$ cat src/sv/integer_to_ascii_dec_hex_unit_defines.svh
// assertion macros shared by the integer to ascii converter
`ifndef INTEGER_TO_ASCII_DEC_HEX_UNIT_DEFINES_SVH
`define INTEGER_TO_ASCII_DEC_HEX_UNIT_DEFINES_SVH

`ifndef SYNTHESIS
// same-cycle implication, checked on clk, off during reset
`define I2A_ASSERT_NOW(label, ante, cons) \
	label: assert property (@(posedge clk) disable iff (!arst_n) (ante) |-> (cons)) \
		else $error("i2a assertion failed");
// next-cycle implication
`define I2A_ASSERT_NEXT(label, ante, cons) \
	label: assert property (@(posedge clk) disable iff (!arst_n) (ante) |=> (cons)) \
		else $error("i2a assertion failed");
`else
`define I2A_ASSERT_NOW(label, ante, cons)
`define I2A_ASSERT_NEXT(label, ante, cons)
`endif

`endif

$ cat src/sv/i2a_pkg.sv
// types, constants and helpers of the integer to ascii converter
package i2a_pkg;

	localparam int unsigned VAL_W      = 32;
	localparam int unsigned DIG_W      = 4;
	localparam int unsigned MAX_DIGITS = 10;
	localparam int unsigned CNT_W      = 4;
	localparam int unsigned CHAR_W     = 7;
	localparam int unsigned QDEC_W     = 29;

	// floor(x / 10) == (x * RECIP_10) >> 35 for every 32-bit x
	localparam logic [VAL_W-1:0] RECIP_10   = 32'hCCCC_CCCD;
	localparam int unsigned      RECIP_SHIFT = 35;

	localparam logic [CHAR_W-1:0] ASC_ZERO  = 7'h30;
	localparam logic [CHAR_W-1:0] ASC_A     = 7'h41;
	localparam logic [CHAR_W-1:0] ASC_MINUS = 7'h2D;
	localparam logic [DIG_W-1:0]  DEC_BASE  = 4'd10;

	typedef enum logic [2:0] {
		ST_IDLE,
		ST_SIGN,
		ST_DIV,
		ST_WAIT,
		ST_EMIT
	} i2a_state_t;

	typedef struct packed {
		logic             issue;
		logic             hex;
		logic [VAL_W-1:0] mag;
	} div_req_t;

	typedef struct packed {
		logic             done;
		logic [VAL_W-1:0] quot;
		logic [DIG_W-1:0] rem;
	} div_res_t;

	function automatic logic [CHAR_W-1:0] digit_to_ascii(input logic [DIG_W-1:0] d);
		logic [CHAR_W-1:0] ch;
		if (d < DEC_BASE) begin
			ch = ASC_ZERO + CHAR_W'(d);
		end else begin
			ch = ASC_A + CHAR_W'(d - DEC_BASE);
		end
		return ch;
	endfunction

endpackage

$ cat src/sv/i2a_div_unit.sv
// shared divide-by-base unit: reciprocal multiply for decimal or shift for hex, registered, then quotient and remainder
module i2a_div_unit
	import i2a_pkg::*;
(
	input  logic     clk,
	input  logic     arst_n,
	input  div_req_t req,
	output div_res_t res
);

	logic [2*VAL_W-1:0]  prod;
	logic [QDEC_W-1:0]   qdec_s1;
	logic [VAL_W-1:0]    mag_s1;
	logic                hex_s1;
	logic                valid_s1;
	logic [VAL_W-1:0]    quot;
	logic [DIG_W-1:0]    ten_q_low;

	assign prod = (2*VAL_W)'(req.mag) * (2*VAL_W)'(RECIP_10);

	always_ff @(posedge clk or negedge arst_n) begin
		if (!arst_n) begin
			valid_s1 <= 1'b0;
		end else begin
			valid_s1 <= req.issue;
		end
	end

	always_ff @(posedge clk) begin
		if (req.issue) begin
			qdec_s1 <= prod[RECIP_SHIFT +: QDEC_W];
			mag_s1  <= req.mag;
			hex_s1  <= req.hex;
		end
	end

	always_comb begin
		if (hex_s1) begin
			quot = {4'b0000, mag_s1[VAL_W-1:DIG_W]};
		end else begin
			quot = {3'b000, qdec_s1};
		end
		// low nibble of quot*10 is enough since the remainder is below 16
		ten_q_low = {quot[0], 3'b000} + {quot[2:0], 1'b0};
		res.done  = valid_s1;
		res.quot  = quot;
		res.rem   = hex_s1 ? mag_s1[DIG_W-1:0] : (mag_s1[DIG_W-1:0] - ten_q_low);
	end

endmodule

$ cat src/sv/i2a_seq.sv
// sequencer: sign, repeated division into a digit buffer, then characters out msb first
`include "integer_to_ascii_dec_hex_unit_defines.svh"
module i2a_seq
	import i2a_pkg::*;
(
	input  logic               clk,
	input  logic               arst_n,
	input  logic               start,
	input  logic [VAL_W-1:0]   value,
	input  logic               hex_mode,
	input  logic               number_present,
	output logic               busy,
	output logic [CHAR_W-1:0]  character,
	output logic               last,
	output logic               char_strobe,
	output div_req_t           div_req,
	input  div_res_t           div_res
);

	i2a_state_t          state_q, state_d;
	logic [VAL_W-1:0]    mag_q;
	logic                hex_q;
	logic [CNT_W-1:0]    cnt_q;
	logic [DIG_W-1:0]    digit_q [MAX_DIGITS];
	logic [CHAR_W-1:0]   char_q;
	logic                last_q;
	logic                strobe_q;
	logic                accept;
	logic [CNT_W-1:0]    rd_idx;

	assign accept = start && (state_q == ST_IDLE);
	assign rd_idx = cnt_q - CNT_W'(1);

	always_ff @(posedge clk or negedge arst_n) begin
		if (!arst_n) begin
			state_q <= ST_IDLE;
		end else begin
			state_q <= state_d;
		end
	end

	always_comb begin
		state_d = state_q;
		busy    = (state_q != ST_IDLE);
		div_req.issue = (state_q == ST_DIV);
		div_req.hex   = hex_q;
		div_req.mag   = mag_q;
		unique case (state_q)
			ST_IDLE: begin
				if (start && number_present) begin
					if (value == '0) begin
						state_d = ST_EMIT;
					end else if (!hex_mode && value[VAL_W-1]) begin
						state_d = ST_SIGN;
					end else begin
						state_d = ST_DIV;
					end
				end
			end
			ST_SIGN: state_d = ST_DIV;
			ST_DIV:  state_d = ST_WAIT;
			ST_WAIT: begin
				state_d = (div_res.quot == '0) ? ST_EMIT : ST_DIV;
			end
			ST_EMIT: begin
				if (cnt_q == CNT_W'(1)) begin
					state_d = ST_IDLE;
				end
			end
			default: state_d = ST_IDLE;
		endcase
	end

	// counter and output strobe are control
	always_ff @(posedge clk or negedge arst_n) begin
		if (!arst_n) begin
			cnt_q    <= '0;
			strobe_q <= 1'b0;
		end else begin
			strobe_q <= (state_q == ST_SIGN) || (state_q == ST_EMIT);
			if (accept) begin
				cnt_q <= (value == '0) ? CNT_W'(1) : '0;
			end else if (state_q == ST_WAIT) begin
				cnt_q <= cnt_q + CNT_W'(1);
			end else if (state_q == ST_EMIT) begin
				cnt_q <= rd_idx;
			end
		end
	end

	always_ff @(posedge clk) begin
		if (accept) begin
			hex_q      <= hex_mode;
			mag_q      <= (!hex_mode && value[VAL_W-1]) ? (VAL_W'(0) - value) : value;
			digit_q[0] <= '0;
		end else if (state_q == ST_WAIT) begin
			mag_q          <= div_res.quot;
			digit_q[cnt_q] <= div_res.rem;
		end
		if (state_q == ST_SIGN) begin
			char_q <= ASC_MINUS;
			last_q <= 1'b0;
		end else if (state_q == ST_EMIT) begin
			char_q <= digit_to_ascii(digit_q[rd_idx]);
			last_q <= (cnt_q == CNT_W'(1));
		end
	end

	assign character   = char_q;
	assign last        = last_q;
	assign char_strobe = strobe_q;

	`I2A_ASSERT_NEXT(a_skip_no_number, accept && !number_present, !busy && !char_strobe)
	`I2A_ASSERT_NOW(a_last_ends_item, char_strobe && last, !busy)
	`I2A_ASSERT_NOW(a_div_result_in_wait, state_q == ST_WAIT, div_res.done)
	`I2A_ASSERT_NOW(a_digit_count_bound, 1'b1, cnt_q <= CNT_W'(MAX_DIGITS))

endmodule

$ cat src/sv/integer_to_ascii_dec_hex_unit.sv
// the first character is registered out of the sign state, or the emit state for a zero, else after the divide passes
// one item at a time: start is taken only in the idle state, while busy is low
// each digit takes one pass (issue in ST_DIV, then result in ST_WAIT) through the shared divide unit
// reset clears the sequencer and the strobe; the receiver cannot stall
// results come one per cycle on character/last while char_strobe is high
module integer_to_ascii_dec_hex_unit
	import i2a_pkg::*;
(
	input  logic               clk,
	input  logic               arst_n,
	input  logic               start,
	output logic               busy,
	input  logic [VAL_W-1:0]   value,
	input  logic               hex_mode,
	input  logic               number_present,
	output logic [CHAR_W-1:0]  character,
	output logic               last,
	output logic               char_strobe
);

	div_req_t div_req;
	div_res_t div_res;

	i2a_div_unit u_div (
		.clk    (clk),
		.arst_n (arst_n),
		.req    (div_req),
		.res    (div_res)
	);

	i2a_seq u_seq (
		.clk            (clk),
		.arst_n         (arst_n),
		.start          (start),
		.value          (value),
		.hex_mode       (hex_mode),
		.number_present (number_present),
		.busy           (busy),
		.character      (character),
		.last           (last),
		.char_strobe    (char_strobe),
		.div_req        (div_req),
		.div_res        (div_res)
	);

endmodule
$ cat config.mk
export PLATFORM = sky130hd
export DESIGN_NAME = integer_to_ascii_dec_hex_unit
export DESIGN_NICKNAME = d
export VERILOG_FILES = /design/src/sv/i2a_pkg.sv /design/src/sv/i2a_div_unit.sv /design/src/sv/i2a_seq.sv /design/src/sv/integer_to_ascii_dec_hex_unit.sv
export VERILOG_INCLUDE_DIRS = /design/src /design/src/sv
export SDC_FILE = /design/constraint.sdc
export NUM_CORES = 1
export LEC_CHECK = 0
export BUFFER_PORTS_ARGS = -buffer_cell sky130_fd_sc_hd__buf_4
export CORE_ASPECT_RATIO = 0.5
export CORE_MARGIN = 2
export CORE_UTILIZATION = 45
export DETAILED_ROUTE_END_ITERATION = 6
export GPL_ROUTABILITY_DRIVEN = 0
export PLACE_DENSITY = 0.57
export SYNTH_ARGS = -nofsm -noshare
export SYNTH_HDL_FRONTEND = slang
export SYNTH_SLANG_ARGS = --single-unit
$ cat constraint.sdc
create_clock -name clk -period 8.3 [get_ports clk]
set_input_delay 1.66 -clock clk [delete_from_list [all_inputs] [get_ports clk]]
set_output_delay 1.66 -clock clk [all_outputs]
set_load 0.1 [all_outputs]
Word-level counts from Yosys, hierarchy flattened

Memory sizes are Yosys's and may differ from the RTL's.
Cells that the tools add are included.

Latch bits: 0
Input bits: 37
RAM bits: 40
Memories: 1
Bits in read-only memories: 0
Bits in registers: 111
Word-level logic and storage cells: 65

Bitwise logic cells: 0
Order comparisons: 1
Div/mod/pow operators: 0
$mul: 1
Shift operators: 0
Mux-type cells: 24
Eq/ne operators: 7
Reduce and logical (&&, ||, !) cells: 13
$add $sub $neg: 8

Memories:

| memory        | words | width | rd ports | clocked after memory_dff | wr ports | RTL line      | RTL |
|---|---|---|---|---|---|---|---|
| u_seq.digit_q | 10    | 4     | 1        | 0                        | 1        | i2a_seq.sv:24 | `logic [DIG_W-1:0] digit_q [MAX_DIGITS];` |

Operators by type and width:

| operator                                                              | number |
|---|---|
| 32-bit 2-to-1 mux                                                     | 3 |
| 32-bit logical NOT                                                    | 2 |
| 32-bit by 32-bit multiplier with 64-bit output, second input constant | 1 |
| 1-bit by 32-bit subtractor with 32-bit output, first input constant   | 1 |
| 29-bit 2-to-1 mux                                                     | 1 |
| 4-bit 2-to-1 mux                                                      | 6 |
| 3-bit one-hot mux with 5 select lines                                 | 1 |
| 3-bit 2-to-1 mux                                                      | 4 |
| 6-bit by 4-bit adder with 7-bit output, first input constant          | 1 |
| 7-bit adder, first input constant                                     | 1 |
| 1-bit 2-to-1 mux                                                      | 7 |
| 7-bit 2-to-1 mux                                                      | 1 |
| 3-bit by 2-bit == test with 1-bit output, second input constant       | 2 |
| 3-bit nonzero test                                                    | 2 |
| 4-bit by 4-bit subtractor with 5-bit output, second input constant    | 1 |
| 4-bit by 1-bit adder with 4-bit output, second input constant         | 1 |
| 4-bit adder                                                           | 1 |
| 4-bit by 1-bit == test with 1-bit output, second input constant       | 1 |
| 4-bit less-than comparator, second input constant                     | 1 |
| 4-bit OR reduction                                                    | 1 |
| 4-bit by 1-bit subtractor with 4-bit output, second input constant    | 1 |
| 4-bit subtractor                                                      | 1 |
| 3-bit by 1-bit == test with 1-bit output, second input constant       | 1 |
| 3-bit == test, second input constant                                  | 1 |
| 9 further kinds                                                       | 11 |

Logic depth before layout (Yosys ltp)

Depth in word-level cells: 6
Gate-level depth with buffers: 25

Hierarchy

Synthesis repeated with hierarchy kept, for this count alone.

Cell total of the unflattened synthesis: 2291
Area, all modules: 23973.0 um^2

By module, submodules not included:

| module       | times used | sequential area each (um^2) | area an instance (um^2) | cells an instance |
|---|---|---|---|---|
| i2a_div_unit | 1          | 1886.8                      | 19288.5                 | 1865 |
| i2a_seq      | 1          | 2552.4                      | 4684.5                  | 426 |

Worst setup path before layout

No wires, ideal clock.

Path kind: reg2reg
From: reg u_seq.mag_q[18]
To: reg u_div.qdec_s1[10] (data pin)
Library setup time: 0.174 ns
Cell stages (with the launch flop): 25
Clock period less this slack: 6.709 ns
Slack: 1.591 ns
Data arrival time: 6.534 ns
Cells stage by stage: edfxtp_1 -> ha_1 -> inv_1 -> fa_1 -> inv_1 -> fa_1 -> inv_1 -> fa_1 -> inv_1 -> fa_1 -> fa_1 -> fa_1 -> inv_1 -> fa_1 -> inv_1 -> ha_1 -> nand4_1 -> nor2_1 -> and4_1 -> nand2_1 -> a31o_2 -> and3_1 -> o21ai_1 -> a2111oi_0 -> a311oi_1

Word-level cells in the longest chain between the ends: 1

Ends and longest elaborated chain:

| what                                           | RTL line           | RTL |
|---|---|---|
| from (decl)                                    | i2a_seq.sv:21      | `logic [VAL_W-1:0] mag_q;` |
| from (signal assigned)                         | i2a_seq.sv:94      | `mag_q <= (!hex_mode && value[VAL_W-1]) ? (VAL_W'(0) - value) : value;` |
| from (signal assigned)                         | i2a_seq.sv:97      | `mag_q <= div_res.quot;` |
| 32-bit by 32-bit multiplier with 64-bit output | i2a_div_unit.sv:19 | `assign prod = (2*VAL_W)'(req.mag) * (2*VAL_W)'(RECIP_10);` |
| net u_div.prod[45]                             | i2a_div_unit.sv:11 | `logic [2*VAL_W-1:0] prod;` |
| to (signal assigned)                           | i2a_div_unit.sv:31 | `qdec_s1 <= prod[RECIP_SHIFT +: QDEC_W];` |
| to (decl)                                      | i2a_div_unit.sv:12 | `logic [QDEC_W-1:0] qdec_s1;` |

The timed path passes the listed nets, and every way through them passes these cells.
A chain may end at the register's enable or synchronous reset.

Worst setup path in the final report

From: reg u_seq.mag_q[19]
To: reg u_div.qdec_s1[27] (data pin)

Same word-level chain as after synthesis.

==> impl_metrics.csv <==
group,metric,value,unit
timing,fin_crit,7.89,ns
route,wl_per_cell,22.6,µm
synthesis,syn-cell-area,0.0240,mm²
layout,final.fill_count,4874,
floorplanning,fp.dieW,330,µm
synthesis,synth-simple-area-share,6.76,%
worst_setup_path,ff2ff_path_depth,22,
timing,fin_crit_sh,95.1,%
clocking,clock_sinks,151,
worst_hold_path,hold_class,"register to register",
floorplanning,initial_core_util,45.8,%
route,drt_iter0_markers,1359,
clocking,clock_path_buffers,2,
worst_setup_path,r2r_slack,0.41,ns
timing,timing.final.hold_violations,0,
layout,finalInstanceArea,0.0258,mm²
layout,fin_cells,3050,
clocking,h-tree-depth,4,
clocking,cts_buffers,17,
synthesis,synth_compound_area_share,7.72,%
outcome,status,"complete, no violations",
synthesis,ys_warn_count,0,
layout,nets,3117,
synthesis,ys_types,76,
worst_setup_path,r2r-end,"u_div.qdec_s1[27]",
timing,clock-skew-final,0.0117,ns
placement,hpwlAfterDp,61000,µm
route,ant_nets,0,
worst_setup_path,required,8.51,ns
global_route,overflow,0,
synthesis,synth_nets,3071,
global_route,grt_pass1_vias,17099,
timing,maxSlewViolCount,0,
synthesis,synth-async-reset-ratio,5.30,%
synthesis,synth-main-ff-cell,"edfxtp_1",
route,drt-total-wl,68800,µm
timing,rsz0062_at_grt,"no",
placement,dp_cells,3018,
synthesis,synth-edff-count,135,
floorplanning,io_pins,47,
synthesis,ys_seq_area_share,18.4,%
worst_setup_path,worstSetupPathType,"register to register",
layout,seqCellArea,0.00441,mm²
global_route,antenna_found_initial,1,
clocking,cts_tree,"yes",
timing,final.setup.tns,0,ns
placement,port_buffers,46,
synthesis,synthAdderAreaFrac,51.0,%
worst_setup_path,reg2reg_from,"u_seq.mag_q[19]",
floorplanning,die_area,0.0552,mm²
layout,syn_to_final_growth,7.82,%
route,dr_total_vias,16282,
layout,diodes,0,
worst_hold_path,min_delay_worst_endpoint,"u_div.hex_s1",
clocking,root_buffer,"clkbuf_16",
synthesis,ys_ff_latch,151,
route,first_pass_iters,5,
clocking,clkTransAtPathRegs,0.07,ns
route,viasPerCell,5.34,
layout,layout-drive-gt1-share,6.00,%
timing,tightest_slew,1.18,ns
clocking,clk_latency,0.45,ns
worst_setup_path,critPathLaunchType,"register",
floorplanning,rows,59,
clocking,cts_setup_buffers,0,
worst_hold_path,min_from,"u_seq.hex_q",
synthesis,synth_xor_area_share,4.06,%
synthesis,synth_top_family_by_area,"adder cells",
global_route,grt_pass1_wl,106000,µm
route,drc_errors,0,
global_route,grt_usage,26.3,%
timing,maxSlewHeadroom,20.8,%
worst_setup_path,crit_fanout,6,
worst_setup_path,worstPathArrival,8.10,ns
timing,setup_viol,0,
floorplanning,coreArea,0.0523,mm²
synthesis,yosys-mux-area-fraction,2.19,%
worst_setup_path,endpoint_kind,"register",
synthesis,synth_cells,2290,
timing,fmax,127,MHz
global_route,grt_max_degree,63,
worst_hold_path,whs_path_depth,0,
placement,dpl-instance-area,0.0252,mm²
layout,fin_util,49.4,%
layout,multi_input_area,0.0172,mm²
synthesis,avgSynthCellArea,10.5,µm²
flow_run,cap_violations,0,
floorplanning,die_h,167,µm
[what timing repair did]
action | 4_1_cts | 5_1_grt
endpoints found under the hold margin | 0 | 0
hold buffers | 0 | 0
setup endpoints to repair | 0 | 1
resized for setup | 0 | 1
[cell families (layout without fill, tap and decap cells)]
kind of cell / after synthesis / in the layout
multiplexers: 42 / 42
AND/OR/NAND/NOR: 320 / 320
flip-flops: 151 / 151
buffers and inverters: 627 / 686
XOR/XNOR: 111 / 111
AO/OA/AOI/OAI: 295 / 295
adder cells (fa/ha/maj): 744 / 744
[Yosys cell counts (all sizes together) (30+ instances only)]
cell type / count / share of area (%)
nor2: 82 / 1.3
edfxtp: 135 / 17
xor2: 58 / 2.1
nand2: 92 / 1.4
inv: 574 / 9.0
a21oi: 96 / 2.0
xnor2: 53 / 1.9
a21o: 54 / 1.7
ha: 358 / 19
clkbuf: 44 / 0.69
o21ai: 63 / 1.3
mux2i: 30 / 1.3
nor3: 30 / 0.67
fa: 386 / 32
[final cells by class]
cell class              instances  area share, %
well taps                     701           3.40
inverters                     575           8.36
repair buffers                 79           2.30
flip-flops and latches        151           17.1
clock buffers                  18           1.66
clock inverters                14          0.678
multi-input cells            1512           66.5
[state kept, by name (all words and copies together), names as in the netlist]
register	cells
u_seq.digit_q	40
u_div.mag_s1	32
u_seq.mag_q	32
u_div.qdec_s1	29
u_seq.character	7
u_seq.cnt_q	4
u_seq.state_q	3
u_div.hex_s1	1
u_seq.char_strobe	1
u_seq.hex_q	1
u_seq.last	1
[worst max-delay path: stages (launching register included)]
cell and delay (ns):
edfxtp_1 0.58, ha_1 0.59, inv_1 0.14, fa_1 0.50, inv_1 0.06, fa_1 0.49, inv_1 0.05, fa_1 0.49
inv_1 0.05, fa_1 0.56, fa_1 0.43, fa_1 0.51, fa_1 0.42, ha_1 0.37, nand4_1 0.22, nor3_1 0.28
a2bb2oi_1 0.13, o21ai_0 0.39, nand4bb_1 0.25, nand4_1 0.29, a21o_1 0.32, and2_1 0.16, o311ai_0 0.37
[stage by stage]
stage	hold WS, ns	setup slack (ns)
6_report	0.424	0.411
5_1_grt	0.435	0.0189
4_1_cts	0.428	0.444
3_5_place_dp	0.413	0.472
3_3_place_gp	0.401	0.646
2_1_floorplan	0.400	1.59
[worst max-delay path by stage]
stage	startpoint	to	slack (ns)	cells past startpoint
3_5_place_dp	u_seq.mag_q[19]	u_div.qdec_s1[27]	0.47	22
3_3_place_gp	u_seq.mag_q[19]	u_div.qdec_s1[28]	0.65	22
5_1_grt	u_seq.mag_q[19]	u_div.qdec_s1[27]	0.02	22
2_1_floorplan	u_seq.mag_q[18]	u_div.qdec_s1[10]	1.59	24
4_1_cts	u_seq.mag_q[19]	u_div.qdec_s1[27]	0.44	22
6_report	u_seq.mag_q[19]	u_div.qdec_s1[27]	0.41	22
[cell usage in the layout (no fill, tap or decap), types with 30 or more instances in the layout]
cell | Yosys | layout
a21o_1 | 54 | 54
a21oi_1 | 95 | 95
buf_4 | 0 | 79
edfxtp_1 | 135 | 135
fa_1 | 386 | 386
ha_1 | 358 | 357
inv_1 | 574 | 574
mux2i_1 | 30 | 30
nand2_1 | 92 | 92
nor2_1 | 82 | 82
o21ai_0 | 60 | 60
xnor2_1 | 53 | 53
xor2_1 | 58 | 58
[layer usage]
layer | up-vias | GRT usage (%) | part of all wire, %
met4 | 0 | 5.65 | 2.4
met1 | 8244 | 39.9 | 47
met5 | - | 0 | 0
met2 | 498 | 39.1 | 43
li1 | 7476 | - | -
met3 | 64 | 4.95 | 7.3
Power is left out: the tool's default activity adds up to more than one toggle a clock period on the data nets, which glitch-free logic cannot reach.
